**src/nddet_pkg.sv**
```systemverilog
package nddet_pkg;

   // Controller states.
   typedef enum logic [2:0] {
      ST_CLEAR,
      ST_IDLE,
      ST_HEAD,
      ST_CHAIN,
      ST_LINK,
      ST_DONE
   } state_type;

   // Commands from the controller to the datapath.
   typedef struct packed {
      logic clr_step;
      logic accept;
      logic rd_head;
      logic rd_link;
      logic refresh;
      logic alloc_head;
      logic alloc_link;
      logic link_wr;
      logic finish;
   } cmd_type;

   // Status from the datapath to the controller.
   typedef struct packed {
      logic clr_last;
      logic head_hit;
      logic stale;
      logic same;
      logic link_end;
      logic full;
      logic rsp_free;
   } status_type;

   localparam int ValueWidth  = 32;
   localparam int WindowWidth = 16;

endpackage

```
**src/nddet_ctrl.sv**
```systemverilog
module nddet_ctrl
   import nddet_pkg::*;
(
   input  logic       clock,
   input  logic       reset,
   input  logic       req_valid,
   output logic       req_ready,
   input  status_type st,
   output cmd_type    cmd
);

   state_type state_ff;
   state_type state_in;

   always_ff @(posedge clock) begin
      if (reset) begin
         state_ff <= ST_CLEAR;
      end else begin
         state_ff <= state_in;
      end
   end

   always_comb begin
      state_in = state_ff;
      case (state_ff)
         ST_CLEAR: begin
            if (st.clr_last) state_in = ST_IDLE;
         end
         ST_IDLE: begin
            if (req_valid) state_in = ST_HEAD;
         end
         ST_HEAD: begin
            state_in = st.head_hit ? ST_CHAIN : ST_DONE;
         end
         ST_CHAIN: begin
            if (st.stale || st.same) begin
               state_in = ST_DONE;
            end else if (st.link_end) begin
               state_in = st.full ? ST_DONE : ST_LINK;
            end
         end
         ST_LINK: begin
            state_in = ST_DONE;
         end
         ST_DONE: begin
            if (st.rsp_free) state_in = ST_IDLE;
         end
         default: begin
            state_in = ST_CLEAR;
         end
      endcase
   end

   always_comb begin
      cmd       = '0;
      req_ready = 1'b0;
      case (state_ff)
         ST_CLEAR: begin
            cmd.clr_step = 1'b1;
         end
         ST_IDLE: begin
            req_ready  = 1'b1;
            cmd.accept = req_valid;
         end
         ST_HEAD: begin
            cmd.rd_head    = st.head_hit;
            cmd.alloc_head = !st.head_hit;
         end
         ST_CHAIN: begin
            // The first entry of a chain may be left over from an earlier array.
            if (st.stale) begin
               cmd.alloc_head = 1'b1;
            end else if (st.same) begin
               cmd.refresh = 1'b1;
            end else if (st.link_end) begin
               cmd.alloc_link = 1'b1;
            end else begin
               cmd.rd_link = 1'b1;
            end
         end
         ST_LINK: begin
            cmd.link_wr = 1'b1;
         end
         ST_DONE: begin
            cmd.finish = st.rsp_free;
         end
         default: begin
            cmd = '0;
         end
      endcase
   end

endmodule

```
**config.mk**
```make
export PLATFORM = sky130hd
export DESIGN_NAME = nddet_ctrl
export DESIGN_NICKNAME = d
export VERILOG_FILES = /design/src/nddet_pkg.sv /design/src/nddet_ctrl.sv
export SDC_FILE = /design/constraint.sdc
export NUM_CORES = 1
export LEC_CHECK = 0
export BUFFER_PORTS_ARGS = -buffer_cell sky130_fd_sc_hd__buf_2
export CORE_AREA = 4 4 41 43
export CTS_BUF_LIST = sky130_fd_sc_hd__clkbuf_4 sky130_fd_sc_hd__clkbuf_8
export DETAILED_ROUTE_END_ITERATION = 16
export DIE_AREA = 0 0 45 47
export SLEW_MARGIN = 25
export SYNTH_ARGS = -nofsm -noshare
export SYNTH_HDL_FRONTEND = slang
export SYNTH_SLANG_ARGS = --single-unit
```
**constraint.sdc**
```tcl
create_clock -name clock -period 3.9 [get_ports clock]
set_input_delay 0 -clock clock [delete_from_list [all_inputs] [get_ports clock]]
set_output_delay 0 -clock clock [all_outputs]
set_load 0.1 [all_outputs]
```
# --- After elaboration in Yosys (flattened, before gate mapping) ---
# Index checks and enable logic that the tools add are counted.
totals:
  elab_cells: 39
  in_bits: 10
  output_inout_bits: 10
  reg_bits: 3
classes:
  muxes: 25
  eq_ne: 9
  reduce_logical: 4
ops:
  columns: ["cell", "count"]
  rows:
  - ["2-to-1 mux 3 bit", 6]
  - ["one-hot mux 3 bit (6 select lines)", 1]
  - ["2-to-1 mux 1 bit", 15]
  - ["equality test 3 x 2 -> 1 bit (second input constant)", 2]
  - ["equality test 3 bit (second input constant)", 2]
  - ["!= test 2 bit (second input constant)", 3]
  - ["2-to-1 mux 2 bit", 2]
  - ["AND reduction 4 bit", 1]
  - ["equality test 3 x 1 -> 1 bit (second input constant)", 1]
  - ["logical NOT 3 bit", 1]
  - ["!= test 3 bit (second input constant)", 1]
  - ["one-hot mux 1 bit (2 select lines)", 1]
  - ["logical NOT 1 bit", 1]
  - ["logical OR 1 bit", 1]

# --- Longest topological paths before layout ---
depth:
  word_depth: 4
  mapped_depth: 5
  depth_no_buf: 4

# --- Worst setup path after synthesis ---
# No wires, ideal clock.
synth_path:
  path_kind: "flip-flop to output port"
  from: "register state_ff[0]"
  to: "output cmd[7] (netlist name)"
  required_time_ns: 3.900
  path_stages_with_launch: 5
  arrival_time_ns: 3.624
  setup_slack_ns: 0.276
  path_buffers: 1
  cell_sequence: "dfxtp_1 buf_6 inv_1 nor3_1 and2_1"
synth_rtl:
  columns: ["item", "line", "source"]
  rows:
  - ["start: declaration", "nddet_ctrl.sv:12", "state_type state_ff;"]
  - ["start signal: assignment", "nddet_ctrl.sv:19", "state_ff <= state_in;"]
  - ["end: declaration", "nddet_ctrl.sv:9", "output cmd_type cmd"]

==> flow_summary_export.csv <==
group,metric,value,unit
run_status,status,"finished, final reports clean",
die,die_area,2120,um^2
pwr,p_sw,0.000213,W
timing,rsz0062_at_grt,"no",
critical_path,cp_data_arrival_time,1.92,ns
synthesis,yosysSeqAreaShare,0.206,
pwr,seq_power_share,0.187,
clock_tree,cts_buffer_depth,2,
die,dieWidth,45,um
route,vias,346,
final_layout,drive_above_1_share,0.441,
die,io_pins,20,
die,num_rows,13,
global_routing,overflow,0,
synthesis,syn_avg_cell_area,7.67,um^2
route,routed_wirelength,804,um
synthesis,synth-seq-cells,3,
final_layout,regMostFlops,"state_ff",
pwr,p_per_area,824,nW/um^2
final_layout,nNetsFinal,70,
synthesis,synthTopCellsByCount,"nor3_1, nand2_1",
critical_path,slowest_stage,"dfxtp_1",
critical_path,cp-end-kind,"output pin",
synthesis,syn_inst,38,
clock_tree,clock-root-buffer,"clkbuf_4",
clock_tree,cts_tree,"built",
pwr,sw_frac_of_total,0.609,
final_layout,top_regs,"state_ff: 3 flops",
timing,slew_violations,0,
critical_path,startpoint_type,"flop",
global_routing,grtUsageMet3,0.0268,
final_layout,fin_util,0.326,
die,initial_core_util,0.224,
critical_path,path_cells,"nand4bb_1 -> nor3_1 -> buf_2",
pwr,power_leakage,0.221,nW
route,via_per_inst,4.68,
timing,worst_pin_slew,0.490,ns
synthesis,synth_top_area_cell,"dfxtp_1",
clock_tree,clk_pin_slew,0.04,ns
final_layout,diodes,0,
synthesis,synth_cell_types,20,
route,postRouteAntennaNets,0,
synthesis,netlist_area,292,um^2
critical_path,worst_ep_required_time,3.90,ns
global_routing,busiest_layer,"met1",
route,drt_pass1_iterations,2,
synthesis,ys.warnings.count,0,
clock_tree,cts_resized,0,
clock_tree,htree_num_levels,1,
placed_design,gp_congestion,0.682,
timing,period_minus_slack,1.92,ns
pwr,combPwrFrac,0.636,
clock_tree,insertion_delay,0.23,ns
route,drc_errors,0,
critical_path,path_max_fanout,12,
clock_tree,postCtsHoldBufs,1,
final_layout,largest_register_ffs,3,
synthesis,ys.flop_type,"dfxtp_1",
global_routing,met2_usage,0.121,
synthesis,synthArstFlopShare,0,
synthesis,synth-edff-count,0,
timing,relSlewSlack,0.676,
global_routing,antenna_found_initial,0,
route,drt-initial-drc-count,7,
global_routing,grt_pass1_wl,1390,um
pwr,pwr-share-clk,0.177,
pwr,peakVddDrop,0.404,mV
synthesis,yosys-top-cells-area,"dfxtp_1, nor3_1, nor3b_1, o31ai_4, a21oi_1",
route,wl_per_cell,10.9,um
timing,period_share,0.494,
timing,finalSetupTns,0,ns
clock_tree,clock-sinks,3,
critical_path,max_stage_delay,0.57,ns
critical_path,critical_path_class,"reg -> out",
timing,finClkSkew,0.00188,ns
job,cap_violations,0,
clock_tree,cts_setup_buffers,0,
global_routing,grt_pass1_vias,335,
synthesis,yosysMostFrequentCell,"nor3_1",
placed_design,hpwl,614,um
global_routing,grt_max_degree,14,
clock_tree,cts_buffers,3,
timing,setup_violations,0,
placed_design,io_buffers,19,
synthesis,syn-num-nets,48,
die,die_y,47,um
timing,fin_worst_hold_slack,0.164,ns
die,core_area,1300,um^2
global_routing,grt_util_met1,0.129,
synthesis,yosysTopAreaCellShare,0.206,
timing,hold_violations,0,
pwr,intPower,0.000137,W
worst_hold_path,hp-class,"in -> reg",
global_routing,grt_usage,0.0915,
final_layout,areaGrowthSynthToFinish,45.5,%
timing,fmax,520,MHz
[logic make-up (layout without fill, tap and decap cells)]
kind of cell    Yosys count  in the layout  share of synthesized area
mux                       1              1                     0.0386
buf+inv                   6             27                      0.112
compound gates            8              8                      0.232
flops                     3              3                      0.206
simple gates             20             20                      0.412
[worst max-delay path: cells and delay by family, from the launching register on]
family	cells	cell delay [ns]
flops	1	0.57
buf+inv	1	0.51
simple gates	2	0.61
[final timing paths]
path | start | end | slack, ns | cells past startpoint
worst min register to register | state_ff[0]$_SDFFE_PP0P_ | state_ff[0]$_SDFFE_PP0P_ | 0.70 | 3
worst max register to register | state_ff[1]$_SDFFE_PP0P_ | state_ff[2]$_SDFFE_PP0P_ | 2.32 | 4
worst max-delay path | state_ff[1]$_SDFFE_PP0P_ | cmd[5] | 1.98 | 3
worst min-delay path | st[2] | state_ff[0]$_SDFFE_PP0P_ | 0.16 | 4
[final cells by class]
class                   instances  area, um^2
clock buffers                   4        30.0
flip-flops and latches          3        60.1
well taps                      15        18.8
inverters                       3        11.3
fillers                       153         877
multi-input cells              29         199
repair buffers                 20         105
[power groups by stage]
stage | registers (W) | logic (W) | clock network (W)
final | 0.0000654 | 0.000222 | 0.0000618
after global routing | 0.0000695 | 0.000233 | 0.0000700
after CTS | 0.0000647 | 0.000224 | 0.0000635
after detailed placement | 0.0000653 | 0.000222 | 0
after global placement | 0.0000644 | 0.000222 | 0
after floorplan | 0.0000449 | 0.000219 | 0
[per-layer routing]
layer | up-vias | wire (um)
met2 | 18 | 334
li1 | 180 | -
met5 | - | 0
met1 | 148 | 392
met3 | 0 | 76
met4 | 0 | 0
[cells in the final DEF (no fill, tap or decap)]
| master | synthesis | final |
|---|---|---|
| and4b_1 | 1 | 1 |
| nor2_1 | 2 | 2 |
| a21oi_1 | 3 | 3 |
| nand4bb_1 | 1 | 1 |
| dlygate4sd3_1 | 0 | 1 |
| dfxtp_1 | 3 | 3 |
| clkbuf_4 | 0 | 4 |
| o31ai_1 | 1 | 1 |
| and2_1 | 1 | 1 |
| a211o_1 | 1 | 1 |
| nor2_2 | 1 | 1 |
| o31ai_4 | 1 | 1 |
| o21ai_0 | 1 | 1 |
| nor3b_1 | 3 | 3 |
| buf_2 | 2 | 19 |
| mux2_1 | 1 | 1 |
| or4_4 | 1 | 1 |
| nand2_1 | 4 | 4 |
| inv_1 | 3 | 3 |
| o211a_1 | 1 | 1 |
| nor3_1 | 6 | 6 |
[stage by stage]
stage / power (W) / cell area (um^2) / instances / setup slack (ns)
after global placement: 0.000287 / 384 / 69 / 2.22
final: 0.000350 / 424 / 74 / 1.98
after CTS: 0.000352 / 424 / 74 / 1.96
after global routing: 0.000372 / 424 / 74 / 1.79
after floorplan: 0.000264 / 292 / 38 / 0.276
after detailed placement: 0.000287 / 384 / 69 / 2.20
(Power assumes the default switching activity.)
